### src/rtl/sblr_pkg.sv
`default_nettype none
package sblr_pkg;

  localparam int BUF_DEPTH = 64;
  localparam int BUF_AW = $clog2(BUF_DEPTH);
  localparam int LEN_W = 6;
  localparam int CMDQ_DEPTH = 2;
  localparam int CMDQ_AW = $clog2(CMDQ_DEPTH);

  localparam logic [8:0] FRAME_OVERHEAD = 9'd5;
  localparam logic [6:0] BUF_LIMIT = 7'(BUF_DEPTH);

  localparam logic [6:0] MAX_LEN_RST = 7'd64;
  localparam logic [7:0] START_RST = 8'h02;
  localparam logic [7:0] END_RST = 8'h03;

  localparam logic [1:0] CFG_MAX_LEN = 2'd0;
  localparam logic [1:0] CFG_START = 2'd1;
  localparam logic [1:0] CFG_END = 2'd2;

  typedef enum logic [1:0] {
    KIND_PAYLOAD = 2'd0,
    KIND_EMPTY = 2'd1,
    KIND_ABORT = 2'd2
  } res_kind_t;

  typedef enum logic [2:0] {
    PH_HUNT,
    PH_LEN_HI,
    PH_LEN_LO,
    PH_PAYLOAD,
    PH_END,
    PH_CHECK
  } phase_t;

  typedef enum logic [1:0] {
    B_IDLE,
    B_READ,
    B_LOAD
  } back_state_t;

  typedef enum logic [1:0] {
    CMD_ABORT,
    CMD_EMPTY,
    CMD_EMIT
  } cmd_kind_t;

  typedef struct packed {
    cmd_kind_t kind;
    logic [LEN_W-1:0] len;
  } cmd_t;

  typedef struct packed {
    logic en;
    logic [BUF_AW-1:0] addr;
    logic [7:0] data;
  } buf_wr_t;

  function automatic logic [7:0] bcd_pair(input logic [7:0] b);
    logic [7:0] hi;
    logic [7:0] lo;
    hi = {4'd0, b[7:4]};
    lo = {4'd0, b[3:0]};
    return (hi << 3) + (hi << 1) + lo;
  endfunction

endpackage
`default_nettype wire

### src/rtl/sblr_cmdq.sv
`default_nettype none
module sblr_cmdq (
  input  wire logic          clk,
  input  wire logic          rst_n,
  input  wire logic          push,
  input  wire sblr_pkg::cmd_t push_data,
  output logic               full,
  input  wire logic          pop,
  output logic               empty,
  output sblr_pkg::cmd_t     pop_data
);
  import sblr_pkg::*;

  cmd_t entry_r [CMDQ_DEPTH];
  logic [CMDQ_AW-1:0] wr_ptr_r, wr_ptr_nxt;
  logic [CMDQ_AW-1:0] rd_ptr_r, rd_ptr_nxt;
  logic [CMDQ_AW:0] count_r, count_nxt;
  logic do_push, do_pop;

  assign full = (count_r == (CMDQ_AW+1)'(CMDQ_DEPTH));
  assign empty = (count_r == '0);
  assign pop_data = entry_r[rd_ptr_r];
  assign do_push = push && !full;
  assign do_pop = pop && !empty;

  always_comb begin
    wr_ptr_nxt = do_push ? wr_ptr_r + 1'b1 : wr_ptr_r;
    rd_ptr_nxt = do_pop ? rd_ptr_r + 1'b1 : rd_ptr_r;
    count_nxt = count_r;
    if (do_push && !do_pop) begin
      count_nxt = count_r + 1'b1;
    end else if (do_pop && !do_push) begin
      count_nxt = count_r - 1'b1;
    end
  end

  always_ff @(posedge clk) begin
    if (!rst_n) begin
      wr_ptr_r <= '0;
      rd_ptr_r <= '0;
      count_r <= '0;
    end else begin
      wr_ptr_r <= wr_ptr_nxt;
      rd_ptr_r <= rd_ptr_nxt;
      count_r <= count_nxt;
    end
  end

  always_ff @(posedge clk) begin
    if (do_push) begin
      entry_r[wr_ptr_r] <= push_data;
    end
  end

endmodule
`default_nettype wire

### src/rtl/sblr_front.sv
`default_nettype none
module sblr_front (
  input  wire logic            clk,
  input  wire logic            rst_n,
  input  wire logic            in_push,
  output logic                 in_full,
  input  wire logic [7:0]      in_rx_byte,
  input  wire logic            in_timed_out,
  input  wire logic            cfg_valid,
  input  wire logic [1:0]      cfg_index,
  input  wire logic [7:0]      cfg_data,
  output logic                 cmd_push,
  output sblr_pkg::cmd_t       cmd_data,
  input  wire logic            cmd_full,
  output sblr_pkg::buf_wr_t    buf_wr,
  input  wire logic            emit_done
);
  import sblr_pkg::*;

  phase_t phase_r, phase_nxt;
  logic [6:0] max_len_r;
  logic [7:0] start_r, end_r;
  logic [BUF_AW-1:0] cnt_r, cnt_nxt;
  logic [7:0] hi_r, hi_nxt;
  logic [LEN_W-1:0] flen_r, flen_nxt;
  logic [7:0] lrc_r, lrc_nxt;
  logic emit_busy_r, emit_busy_nxt;
  logic accept;
  logic [7:0] lo_len;
  logic [6:0] limit;
  logic reject;
  logic cnt_done;

  assign in_full = cmd_full || (phase_r == PH_PAYLOAD && emit_busy_r);
  assign accept = in_push && !in_full;
  assign lo_len = bcd_pair(in_rx_byte);
  assign limit = (max_len_r < BUF_LIMIT) ? max_len_r : BUF_LIMIT;
  assign reject = (hi_r != 8'd0) || (({1'b0, lo_len} + FRAME_OVERHEAD) > {2'b0, limit});
  assign cnt_done = ({1'b0, cnt_r} + 7'd1) >= {1'b0, flen_r};

  always_comb begin
    phase_nxt = phase_r;
    if (accept) begin
      if (in_timed_out) begin
        phase_nxt = PH_HUNT;
      end else begin
        case (phase_r)
          PH_HUNT: begin
            if (in_rx_byte == start_r) phase_nxt = PH_LEN_HI;
          end
          PH_LEN_HI: phase_nxt = PH_LEN_LO;
          PH_LEN_LO: begin
            if (reject) phase_nxt = PH_HUNT;
            else if (lo_len == 8'd0) phase_nxt = PH_END;
            else phase_nxt = PH_PAYLOAD;
          end
          PH_PAYLOAD: begin
            if (cnt_done) phase_nxt = PH_END;
          end
          PH_END: begin
            if (in_rx_byte != end_r) phase_nxt = PH_HUNT;
            else phase_nxt = PH_CHECK;
          end
          PH_CHECK: phase_nxt = PH_HUNT;
          default: phase_nxt = PH_HUNT;
        endcase
      end
    end
  end

  always_comb begin
    cnt_nxt = cnt_r;
    hi_nxt = hi_r;
    flen_nxt = flen_r;
    lrc_nxt = lrc_r;
    emit_busy_nxt = emit_busy_r && !emit_done;
    cmd_push = 1'b0;
    cmd_data = '{kind: CMD_ABORT, len: '0};
    buf_wr = '{en: 1'b0, addr: cnt_r, data: in_rx_byte};
    if (accept) begin
      if (in_timed_out) begin
        cmd_push = 1'b1;
        cnt_nxt = '0;
      end else begin
        case (phase_r)
          PH_HUNT: begin
            if (in_rx_byte == start_r) begin
              lrc_nxt = 8'd0;
              cnt_nxt = '0;
            end
          end
          PH_LEN_HI: begin
            hi_nxt = in_rx_byte;
            lrc_nxt = lrc_r ^ in_rx_byte;
          end
          PH_LEN_LO: begin
            lrc_nxt = lrc_r ^ in_rx_byte;
            cnt_nxt = '0;
            if (!reject) flen_nxt = lo_len[LEN_W-1:0];
          end
          PH_PAYLOAD: begin
            buf_wr.en = 1'b1;
            lrc_nxt = lrc_r ^ in_rx_byte;
            cnt_nxt = cnt_r + 1'b1;
          end
          PH_END: begin
            if (in_rx_byte != end_r) cnt_nxt = '0;
            else lrc_nxt = lrc_r ^ in_rx_byte;
          end
          PH_CHECK: begin
            cnt_nxt = '0;
            if (in_rx_byte == lrc_r) begin
              cmd_push = 1'b1;
              cmd_data.len = flen_r;
              if (flen_r == '0) begin
                cmd_data.kind = CMD_EMPTY;
              end else begin
                cmd_data.kind = CMD_EMIT;
                emit_busy_nxt = 1'b1;
              end
            end
          end
          default: cnt_nxt = '0;
        endcase
      end
    end
  end

  always_ff @(posedge clk) begin
    if (!rst_n) begin
      phase_r <= PH_HUNT;
      cnt_r <= '0;
      hi_r <= '0;
      flen_r <= '0;
      lrc_r <= '0;
      emit_busy_r <= 1'b0;
      max_len_r <= MAX_LEN_RST;
      start_r <= START_RST;
      end_r <= END_RST;
    end else begin
      phase_r <= phase_nxt;
      cnt_r <= cnt_nxt;
      hi_r <= hi_nxt;
      flen_r <= flen_nxt;
      lrc_r <= lrc_nxt;
      emit_busy_r <= emit_busy_nxt;
      if (cfg_valid) begin
        case (cfg_index)
          CFG_MAX_LEN: max_len_r <= cfg_data[6:0];
          CFG_START: start_r <= cfg_data;
          CFG_END: end_r <= cfg_data;
          default: ;
        endcase
      end
    end
  end

endmodule
`default_nettype wire

### src/rtl/sblr_back.sv
`default_nettype none
module sblr_back (
  input  wire logic                clk,
  input  wire logic                rst_n,
  input  wire sblr_pkg::buf_wr_t   buf_wr,
  input  wire logic                cmd_empty,
  input  wire sblr_pkg::cmd_t      cmd_data,
  output logic                     cmd_pop,
  output logic                     emit_done,
  output logic                     out_empty,
  input  wire logic                out_pop,
  output logic [1:0]               out_kind,
  output logic [7:0]               out_data,
  output logic                     out_last,
  output logic [5:0]               out_payload_len
);
  import sblr_pkg::*;

  logic [7:0] mem [BUF_DEPTH];
  logic [7:0] rd_data_r;
  back_state_t state_r, state_nxt;
  logic [BUF_AW-1:0] idx_r, idx_nxt;
  logic [LEN_W-1:0] len_r, len_nxt;
  logic out_valid_r;
  res_kind_t kind_r;
  logic [7:0] data_r;
  logic last_r;
  logic [LEN_W-1:0] plen_r;
  logic slot_free;
  logic is_last;
  logic load_en;
  res_kind_t load_kind;
  logic [7:0] load_data;
  logic load_last;
  logic [LEN_W-1:0] load_plen;

  assign slot_free = !out_valid_r || out_pop;
  assign is_last = ({1'b0, idx_r} + 7'd1) == {1'b0, len_r};
  assign out_empty = !out_valid_r;
  assign out_kind = kind_r;
  assign out_data = data_r;
  assign out_last = last_r;
  assign out_payload_len = plen_r;

  always_ff @(posedge clk) begin
    if (buf_wr.en) begin
      mem[buf_wr.addr] <= buf_wr.data;
    end
    rd_data_r <= mem[idx_r];
  end

  always_comb begin
    state_nxt = state_r;
    case (state_r)
      B_IDLE: begin
        if (!cmd_empty && cmd_data.kind == CMD_EMIT) state_nxt = B_READ;
      end
      B_READ: state_nxt = B_LOAD;
      B_LOAD: begin
        if (slot_free) state_nxt = is_last ? B_IDLE : B_READ;
      end
      default: state_nxt = B_IDLE;
    endcase
  end

  always_comb begin
    cmd_pop = 1'b0;
    emit_done = 1'b0;
    load_en = 1'b0;
    load_kind = KIND_ABORT;
    load_data = 8'd0;
    load_last = 1'b1;
    load_plen = '0;
    idx_nxt = idx_r;
    len_nxt = len_r;
    case (state_r)
      B_IDLE: begin
        if (!cmd_empty) begin
          if (cmd_data.kind == CMD_EMIT) begin
            cmd_pop = 1'b1;
            idx_nxt = '0;
            len_nxt = cmd_data.len;
          end else if (slot_free) begin
            cmd_pop = 1'b1;
            load_en = 1'b1;
            load_kind = (cmd_data.kind == CMD_EMPTY) ? KIND_EMPTY : KIND_ABORT;
          end
        end
      end
      B_LOAD: begin
        if (slot_free) begin
          load_en = 1'b1;
          load_kind = KIND_PAYLOAD;
          load_data = rd_data_r;
          load_last = is_last;
          load_plen = len_r;
          emit_done = is_last;
          idx_nxt = idx_r + 1'b1;
        end
      end
      default: ;
    endcase
  end

  always_ff @(posedge clk) begin
    if (!rst_n) begin
      state_r <= B_IDLE;
      out_valid_r <= 1'b0;
      idx_r <= '0;
      len_r <= '0;
    end else begin
      state_r <= state_nxt;
      idx_r <= idx_nxt;
      len_r <= len_nxt;
      if (load_en) out_valid_r <= 1'b1;
      else if (out_pop) out_valid_r <= 1'b0;
    end
  end

  always_ff @(posedge clk) begin
    if (load_en) begin
      kind_r <= load_kind;
      data_r <= load_data;
      last_r <= load_last;
      plen_r <= load_plen;
    end
  end

`ifndef SYNTHESIS
  a_wr_idle: assert property (@(posedge clk) disable iff (!rst_n)
    buf_wr.en |-> state_r == B_IDLE)
    else $error("payload buffer written during emission");
  a_read_load: assert property (@(posedge clk) disable iff (!rst_n)
    state_r == B_READ |=> state_r == B_LOAD)
    else $error("buffer read not followed by load");
  a_done_idle: assert property (@(posedge clk) disable iff (!rst_n)
    emit_done |=> state_r == B_IDLE && out_valid_r && last_r)
    else $error("emission end without final item");
`endif

endmodule
`default_nettype wire

### src/rtl/stx_bcd_len_lrc_frame_receiver.sv
`default_nettype none
// Items are taken while in_full is low; timeout and empty-frame results go via the command queue.
// A good frame's bytes are each read from the buffer, then loaded into the output slot once free.
// Input stalls while the two-entry command queue is full, or while a payload byte would land
// in the buffer before the previous frame's payload has been read out.
// Reset (rst_n low, synchronous) clears all control state and restores the register defaults;
// the payload buffer keeps its contents.
module stx_bcd_len_lrc_frame_receiver (
  input  wire logic       clk,
  input  wire logic       rst_n,
  input  wire logic       in_push,
  output logic            in_full,
  input  wire logic [7:0] in_rx_byte,
  input  wire logic       in_timed_out,
  output logic            out_empty,
  input  wire logic       out_pop,
  output logic [1:0]      out_kind,
  output logic [7:0]      out_data,
  output logic            out_last,
  output logic [5:0]      out_payload_len,
  input  wire logic       cfg_valid,
  output logic            cfg_ready,
  input  wire logic [1:0] cfg_index,
  input  wire logic [7:0] cfg_data
);
  import sblr_pkg::*;

  logic cmd_push, cmd_full, cmd_pop, cmd_empty, emit_done;
  cmd_t cmd_in, cmd_out;
  buf_wr_t buf_wr;

  assign cfg_ready = 1'b1;

  sblr_front u_front (
    .clk          (clk),
    .rst_n        (rst_n),
    .in_push      (in_push),
    .in_full      (in_full),
    .in_rx_byte   (in_rx_byte),
    .in_timed_out (in_timed_out),
    .cfg_valid    (cfg_valid),
    .cfg_index    (cfg_index),
    .cfg_data     (cfg_data),
    .cmd_push     (cmd_push),
    .cmd_data     (cmd_in),
    .cmd_full     (cmd_full),
    .buf_wr       (buf_wr),
    .emit_done    (emit_done)
  );

  sblr_cmdq u_cmdq (
    .clk       (clk),
    .rst_n     (rst_n),
    .push      (cmd_push),
    .push_data (cmd_in),
    .full      (cmd_full),
    .pop       (cmd_pop),
    .empty     (cmd_empty),
    .pop_data  (cmd_out)
  );

  sblr_back u_back (
    .clk             (clk),
    .rst_n           (rst_n),
    .buf_wr          (buf_wr),
    .cmd_empty       (cmd_empty),
    .cmd_data        (cmd_out),
    .cmd_pop         (cmd_pop),
    .emit_done       (emit_done),
    .out_empty       (out_empty),
    .out_pop         (out_pop),
    .out_kind        (out_kind),
    .out_data        (out_data),
    .out_last        (out_last),
    .out_payload_len (out_payload_len)
  );

endmodule
`default_nettype wire
### config.mk
export PLATFORM = sky130hd
export DESIGN_NAME = stx_bcd_len_lrc_frame_receiver
export DESIGN_NICKNAME = d
export VERILOG_FILES = /design/src/rtl/sblr_pkg.sv /design/src/rtl/sblr_cmdq.sv /design/src/rtl/sblr_front.sv /design/src/rtl/sblr_back.sv /design/src/rtl/stx_bcd_len_lrc_frame_receiver.sv
export SDC_FILE = /design/constraint.sdc
export NUM_CORES = 1
export LEC_CHECK = 0
export BUFFER_PORTS_ARGS = -buffer_cell sky130_fd_sc_hd__buf_2
export CELL_PAD_IN_SITES_DETAIL_PLACEMENT = 0
export CELL_PAD_IN_SITES_GLOBAL_PLACEMENT = 2
export CORE_MARGIN = 3
export CORE_UTILIZATION = 52
export DETAILED_ROUTE_END_ITERATION = 10
export PLACE_DENSITY = 0.93
export SLEW_MARGIN = 20
export SYNTH_ARGS = -nofsm -noshare
export SYNTH_HDL_FRONTEND = slang
export SYNTH_SLANG_ARGS = --single-unit
### constraint.sdc
create_clock -name clk -period 9.6 [get_ports clk]
set_input_delay 0.48 -clock clk [delete_from_list [all_inputs] [get_ports clk]]
set_output_delay 0.48 -clock clk [all_outputs]
set_load 0.02 [all_outputs]
==> results.cfg, run 1 <==
[status]
status = completed

[clocking]
cts_sinks = 628
clk_pin_slew_ps = 60
clock-root-buffer = clkbuf_16
cts_buffers = 60
cts_max_path_buffers = 3
clkLatencyLatePin_ps = 620
cts_resized = 0
hold_buffers = 0
htreeDepth = 2
postCtsSetupBuffers = 0
cts_tree = built

[detailed_routing]
routedWlPerCell_um = 25.7
drt_iter0_markers = 1443
firstDrtPassIters = 6
wirelength_mm = 56.3
num_vias = 13300
via_per_inst = 6.07
ant_nets = 0
drc_errors = 0

[finish]
area_growth_pct = 11.3
drive_gt1_share_pct = 21.2
nets = 1532
nFillCells = 3450
final_area_um2 = 28400
fin_cells = 2187
diodes = 0

[die]
dieArea_um2 = 51800
core_area_um2 = 48100
initial_core_util_pct = 53.1
num_rows = 80
io_pins = 44
die_w_um = 228
die_h_um = 228

[timing]
finalHoldViolCount = 0
fin_worst_skew_ps = 17.7
worstMarginPinSlew_ps = 991
worst_slew_margin_rel_pct = 34.0
timing.fmax_ghz = 0.225
rsz0062_at_grt = false
timing.hold.ws_ps = 120
fin_tns_setup_ps = 0
min_period_ps = 4440
period_share_pct = 46.3
setup_violations = 0
drv_slew = 0

[critical_path]
worstPathCellList = buf_2 > buf_4 > fa_1 > ha_1 > a211oi_1 > nor3b_1 > nor2_1 > o2111ai_1 > xnor2_1 > ha_1 > a211oi_1 > o211a_1 > a21oi_1 > nor3_1 > nand3_1 > a21oi_1
cp_data_required_time_ps = 10120
arrival_ps = 4960
startpoint_type = input port
cpPeakStageDelay_ps = 770
crit_start = in_rx_byte[6]
timing.rr.start = u_back.idx_r[1]
slowest_stage = nor3_1
path_max_fanout = 45
criticalPathCategory = in2reg
crit_family = simple AND/OR/NAND/NOR gates
worst-path-buf-inv = 2
cp-end-kind = flip-flop

[yosys]
ys_seq_area_share_pct = 70.6
synth_top_area_share_pct = 64.1
ys_ff_latch = 628
async_flop_share_pct = 0
netlist_area_um2 = 25500
avgSynthCellArea_um2 = 17.9
synth-main-ff-cell = edfxtp_1
synth_edf_count = 545
yosysWarnings = 0
yosysTopAreaCell = edfxtp_1
synth_cells = 1430
yosys-top-cells-area = edfxtp_1 64%, mux4_2 14%, dfxtp_1 6.5%, mux2i_1 2.2%, nor2_1 1.9%
synth_nets = 1481
yosysUniqueCellTypes = 59

[global_routing]
grt_max_degree = 74
grt_usage_pct = 22.3
grt_pass1_vias = 13300
grt_first_pass_wirelength_mm = 84.6
antenna_found_initial = 1
grt_overflow = 0

[worst_hold_path]
hold_path_startpoint = cfg_data[0]
hp-class = in2reg

[power]
power_w = 0.00585
p_per_area_nw_per_um2 = 205
vdd_drop_max_mv = 0.148
leakage_nw = 9.02

[place]
portBuffers = 42
gp_congestion = 0.828
dp_hpwl_mm = 34.6
post-place-cells = 2075
postPlaceCellArea_um2 = 26400

[job]
maxCapViolations = 0
-- where the power goes --
group	internal (W)	switching, W	leakage (nW)
Combinational	0.000120	0.000228	2.44
Sequential	0.00301	0.0000323	5.58
Clock	0.00145	0.00100	0.997
Total	0.00458	0.00126	9.02
-- cells in the final DEF, fill, tap and decap left out, drive strengths merged, types with 7 or more instances in the layout --
master  count
a211oi     12
a21oi      31
a22oi       7
and2       17
buf        66
bufinv     10
clkbuf     71
clkinv     29
dfxtp      83
edfxtp    545
ha         25
inv        22
mux2i      55
mux4      154
nand2      48
nand3      21
nand3b     16
nor2      130
nor2b       9
nor3       22
nor4        8
o21a        9
o21ai      15
o22ai      10
xnor2      13
xor2       34
-- layer usage --
metal  wire length [um]  vias up  GRT usage [%]  part of all wire, %
li1                   -     5761              -                    -
met1              23400     6859           31.7                   41
met2              27100      570           35.3                   48
met3               4490       88           4.84                  8.0
met4               1390        2           6.44                  2.5
met5                 13        -              0                0.023
-- through the flow --
| step | setup slack [ps] | util (%) |
|---|---|---|
| 6_report | 5160 | 59.1 |
| 5_1_grt | 4830 | 59.1 |
| 4_1_cts | 5280 | 59.1 |
| 3_5_place_dp | 4630 | 54.8 |
| 3_3_place_gp | 4790 | 54.8 |
| 2_1_floorplan | 5740 | - |
-- final cells by class --
cell class	count	area (um^2)	share of cell area [%]
clock buffer	71	1600	5.61
clock inverter	41	454	1.60
inverter	23	86.3	0.303
multi-input combinational	702	7060	24.8
sequential	628	18000	63.4
tap	656	821	2.89
timing repair buffer	66	390	1.37
-- worst min-delay path, stage by stage --
cell and delay (ps):
buf_2 100, mux2i_1 60, nand2_1 60
-- cells by family after synthesis --
| group | Yosys count | synth area share (%) |
|---|---|---|
| other | 1 | 0.0147 |
| AOI/OAI and AO/OA | 118 | 3.21 |
| xor gates and xnor gates | 48 | 1.70 |
| and+or+nand+nor | 299 | 5.57 |
| adders and majority gates | 27 | 1.38 |
| buffers and inverters | 100 | 1.83 |
| DFF | 628 | 70.6 |
| muxes | 209 | 15.7 |
-- final timing paths --
check	end	slack (ps)	depth (start not counted)
worst max-delay path	u_front.flen_r[3]	5160	16
worst min-delay path	u_front.end_r[0]	120	3
worst max register to register	u_back.rd_data_r[2]	5950	7
worst min register to register	u_front.flen_r[3]	480	2
-- synth_stat cells (2+ instances only) --
library cell,number
nand3_1,21
o21a_1,9
o22ai_1,10
a21oi_1,31
inv_1,23
buf_4,3
o21ba_2,2
nor3b_1,5
or3_1,5
o211ai_1,3
or3b_2,3
a22oi_1,7
a211oi_1,11
buf_1,10
o2bb2ai_1,3
and2_1,17
nor3_1,22
mux4_2,154
ha_1,25
fa_1,2
xnor2_1,13
a221o_1,6
nand4_1,5
dfxtp_1,83
clkbuf_1,39
a21boi_0,2
nand2b_1,5
a21o_1,6
nand2_1,47
nand3b_1,16
edfxtp_1,545
o21bai_1,3
nor2_1,129
nor2b_1,9
buf_2,17
buf_6,8
nor4_1,8
o21ai_0,15
xor2_1,34
mux2i_1,55
-- flip-flops by register name (all words and copies together) (netlist names), 3 cells and up, named ones only --
signal	count
u_front.hi_r	8
u_back.mem	512
u_back.out_data	8
u_front.max_len_r	7
u_front.start_r	8
u_front.cnt_r	6
u_back.idx_r	6
u_back.out_payload_len	6
u_cmdq.entry_r	16
u_back.len_r	6
u_back.rd_data_r	8
u_front.flen_r	6
u_front.lrc_r	8
u_front.phase_r	3
u_front.end_r	8
Power figures use the tool's default switching activity.
==> inputs of run 2 (changes only) <==
- ABC_AREA: default -> 1
- CORE_UTILIZATION: 52 -> 39
- PLACE_DENSITY: 0.93 -> 0.85
- clock period: 9.6 -> 3.98 ns (I/O delays scaled with it)
==> run 2 against run 1 <==
Synthesized cell count grew 66%; power grew to 2.6 times the previous value; clock-buffer cell count grew 17; wire length grew 22%; setup slack lost 4000 ps; final cell count grew 52%; sequential power grew 140%; area after synthesis grew 3.2%; register-to-register slack lost 4800 ps; die area grew 36%; global-route usage shrank 2.9 points; critical path depth shrank 10; critical endpoint is now u_back.mem[4][6]; largest power group unchanged.
==> results.cfg, run 2 <==
[job]
maxCapViolations = 0

[global_routing]
antenna_found_initial = 0
grt_usage_pct = 19.3
grt_first_pass_wirelength_mm = 105
grt_max_degree = 150
grt_pass1_vias = 17500
grt_overflow = 0

[die]
core_area_um2 = 66300
num_rows = 94
die_h_um = 266
initial_core_util_pct = 39.7
io_pins = 44
dieArea_um2 = 70700
die_w_um = 266

[power]
p_per_area_nw_per_um2 = 504
vdd_drop_max_mv = 0.268
leakage_nw = 10.4

[detailed_routing]
num_vias = 17800
met1_length_mm = 29.2
wirelength_mm = 68.5
drc_errors = 0
route.met3.wl_mm = 3.67
routedWlPerCell_um = 20.6
firstDrtPassIters = 7
drt_iter0_markers = 1593
ant_nets = 0
via_per_inst = 5.36
wl_met2_mm = 33.7
highest_layer = met4

[yosys]
synth_common_cells = 545 x edfxtp_1, 468 x nor2_1, 332 x o21ai_0
yosysTopAreaCell = edfxtp_1
synth_edf_count = 545
yosysWarnings = 0
synth_cells = 2379
ys_ff_latch = 628
async_flop_share_pct = 0
synth-main-ff-cell = edfxtp_1
synthMostInstantiatedCell = edfxtp_1
netlist_area_um2 = 26400
avgSynthCellArea_um2 = 11.1
ys_seq_area_share_pct = 68.4
synth_top_area_share_pct = 62.1
yosysUniqueCellTypes = 44
synth_nets = 2430
yosys-top-cells-area = edfxtp_1 62%, nor2_1 6.7%, dfxtp_1 6.3%, o21ai_0 6.3%, nand2_1 4.3%

[critical_path]
r2r-end = u_back.mem[4][6]
worst-r2r-cell-count = 6
path_max_fanout = 8
startpoint_type = flip-flop
cp_data_required_time_ps = 4200
cp-end-kind = flip-flop
regToRegSetupSlack_ps = 1170
timing.rr.start = u_front.phase_r[1]
criticalPathCategory = reg2reg
arrival_ps = 3040

[timing]
min_period_ps = 2810
worstMarginPinSlew_ps = 990
timing.fmax_ghz = 0.356
finalHoldViolCount = 0
fin_ws_ps = 1170
drv_slew = 0
fin_tns_setup_ps = 0
setup_violations = 0
fin_worst_skew_ps = 29.8
period_share_pct = 70.6
rsz0062_at_grt = false
worst_slew_margin_rel_pct = 33.8

[finish]
nFillCells = 6155
area_growth_pct = 12.4
reg.largest.list = u_back.mem (512), u_cmdq.entry_r (16)
final_common_cell = edfxtp_1
diodes = 0
drive_gt1_share_pct = 8.35
final_cell_mix = 545 x edfxtp_1, 468 x nor2_1, 331 x o21ai_0
fin_cells = 3320
largest_register = u_back.mem
largest_reg_flops = 512
nets = 2454

[worst_hold_path]
holdPathStages = 3
min_to = u_front.end_r[0]
hp-class = in2reg
hold_path_startpoint = cfg_index[0]

[clocking]
cts_buffers = 67
clock-root-buffer = clkbuf_16
cts_max_path_buffers = 3
postCtsSetupBuffers = 0
cts_tree = built
hold_buffers = 10
clk_pin_slew_ps = 60
clkLatencyLatePin_ps = 610
cts_sinks = 628
htreeDepth = 3
cts_resized = 0

[place]
dp_slack_ps = 622
dp_hpwl_mm = 40.5
portBuffers = 42
post-place-cells = 3188
gp_congestion = 0.821

[status]
status = completed
run 2: cell types whose count changed after synthesis, moves of 27 or more:
cell,previous run,this run
inv_1,23,101
a21oi_1,31,68
nand2_1,47,301
o22ai_1,10,128
o21ai_1,0,27
mux4_2,154,0
o21ai_0,15,332
nand3_1,21,48
mux2i_1,55,1
nor2_1,129,468
run 2: routing by layer:
metal | up-vias | GRT usage [%]
li1 | 8471 | -
met1 | 8739 | 25.4
met2 | 473 | 32.8
met3 | 100 | 3.29
met4 | 0 | 6.16
met5 | - | 0
run 2: how the worst max path moves through the flow:
stage | start | endpoint | slack (ps)
final | u_front.phase_r[1] | u_back.mem[4][6] | 1170
after global routing | in_rx_byte[2] | u_front.flen_r[2] | 930
after CTS | u_front.phase_r[1] | u_back.mem[4][1] | 1070
after detailed placement | in_rx_byte[2] | u_front.flen_r[5] | 620
after global placement | in_rx_byte[2] | u_front.flen_r[5] | 610
after floorplan | in_rx_byte[2] | u_front.flen_r[5] | 1030
run 2: per-stage QoR:
step                hold slack, ps  area, um^2  power [W]  util [%]
floorplan                      298       26400    0.00847         -
global placement               460       27400    0.00896      41.3
detailed placement             462       27400    0.00899      41.3
CTS                           3.04       29600     0.0151      44.7
global route                  41.8       29600     0.0155      44.7
finish                        28.0       29600     0.0149      44.7
run 2: area by class of cell:
cell class / instances / area (um^2) / share of cell area, %
Tap cell: 864 / 1080 / 3.65
Inverter: 112 / 425 / 1.44
Multi-Input combinational cell: 1512 / 7320 / 24.7
Clock buffer: 88 / 1810 / 6.10
Sequential cell: 628 / 18000 / 60.9
Clock inverter: 34 / 322 / 1.09
Timing Repair Buffer: 82 / 623 / 2.10
run 2: logic make-up (layout without fill, tap and decap cells):
family / after synthesis / count (layout) / synth area share (%)
multiplexers: 1 / 1 / 0.0380
AO/OA/AOI/OAI: 575 / 575 / 11.8
other: 1 / 1 / 0.0142
XOR/XNOR: 29 / 29 / 0.992
buffers and inverters: 239 / 316 / 3.81
adder cells (fa/ha/maj): 27 / 27 / 1.34
AND/OR/NAND/NOR: 879 / 879 / 13.6
flip-flops: 628 / 628 / 68.4
run 2: power by group:
group | switching, W | internal [W] | leakage [nW]
Sequential | 0.0000812 | 0.00732 | 5.60
Combinational | 0.00102 | 0.000418 | 3.78
Clock | 0.00254 | 0.00354 | 1.04
run 2: worst max-delay path, cell delays in order (launching register included):
cell	delay, ps
dfxtp_1	500
nand3_2	130
nor2_1	410
nand2_2	180
nor2_4	160
nand2_1	310
nor2_1	740
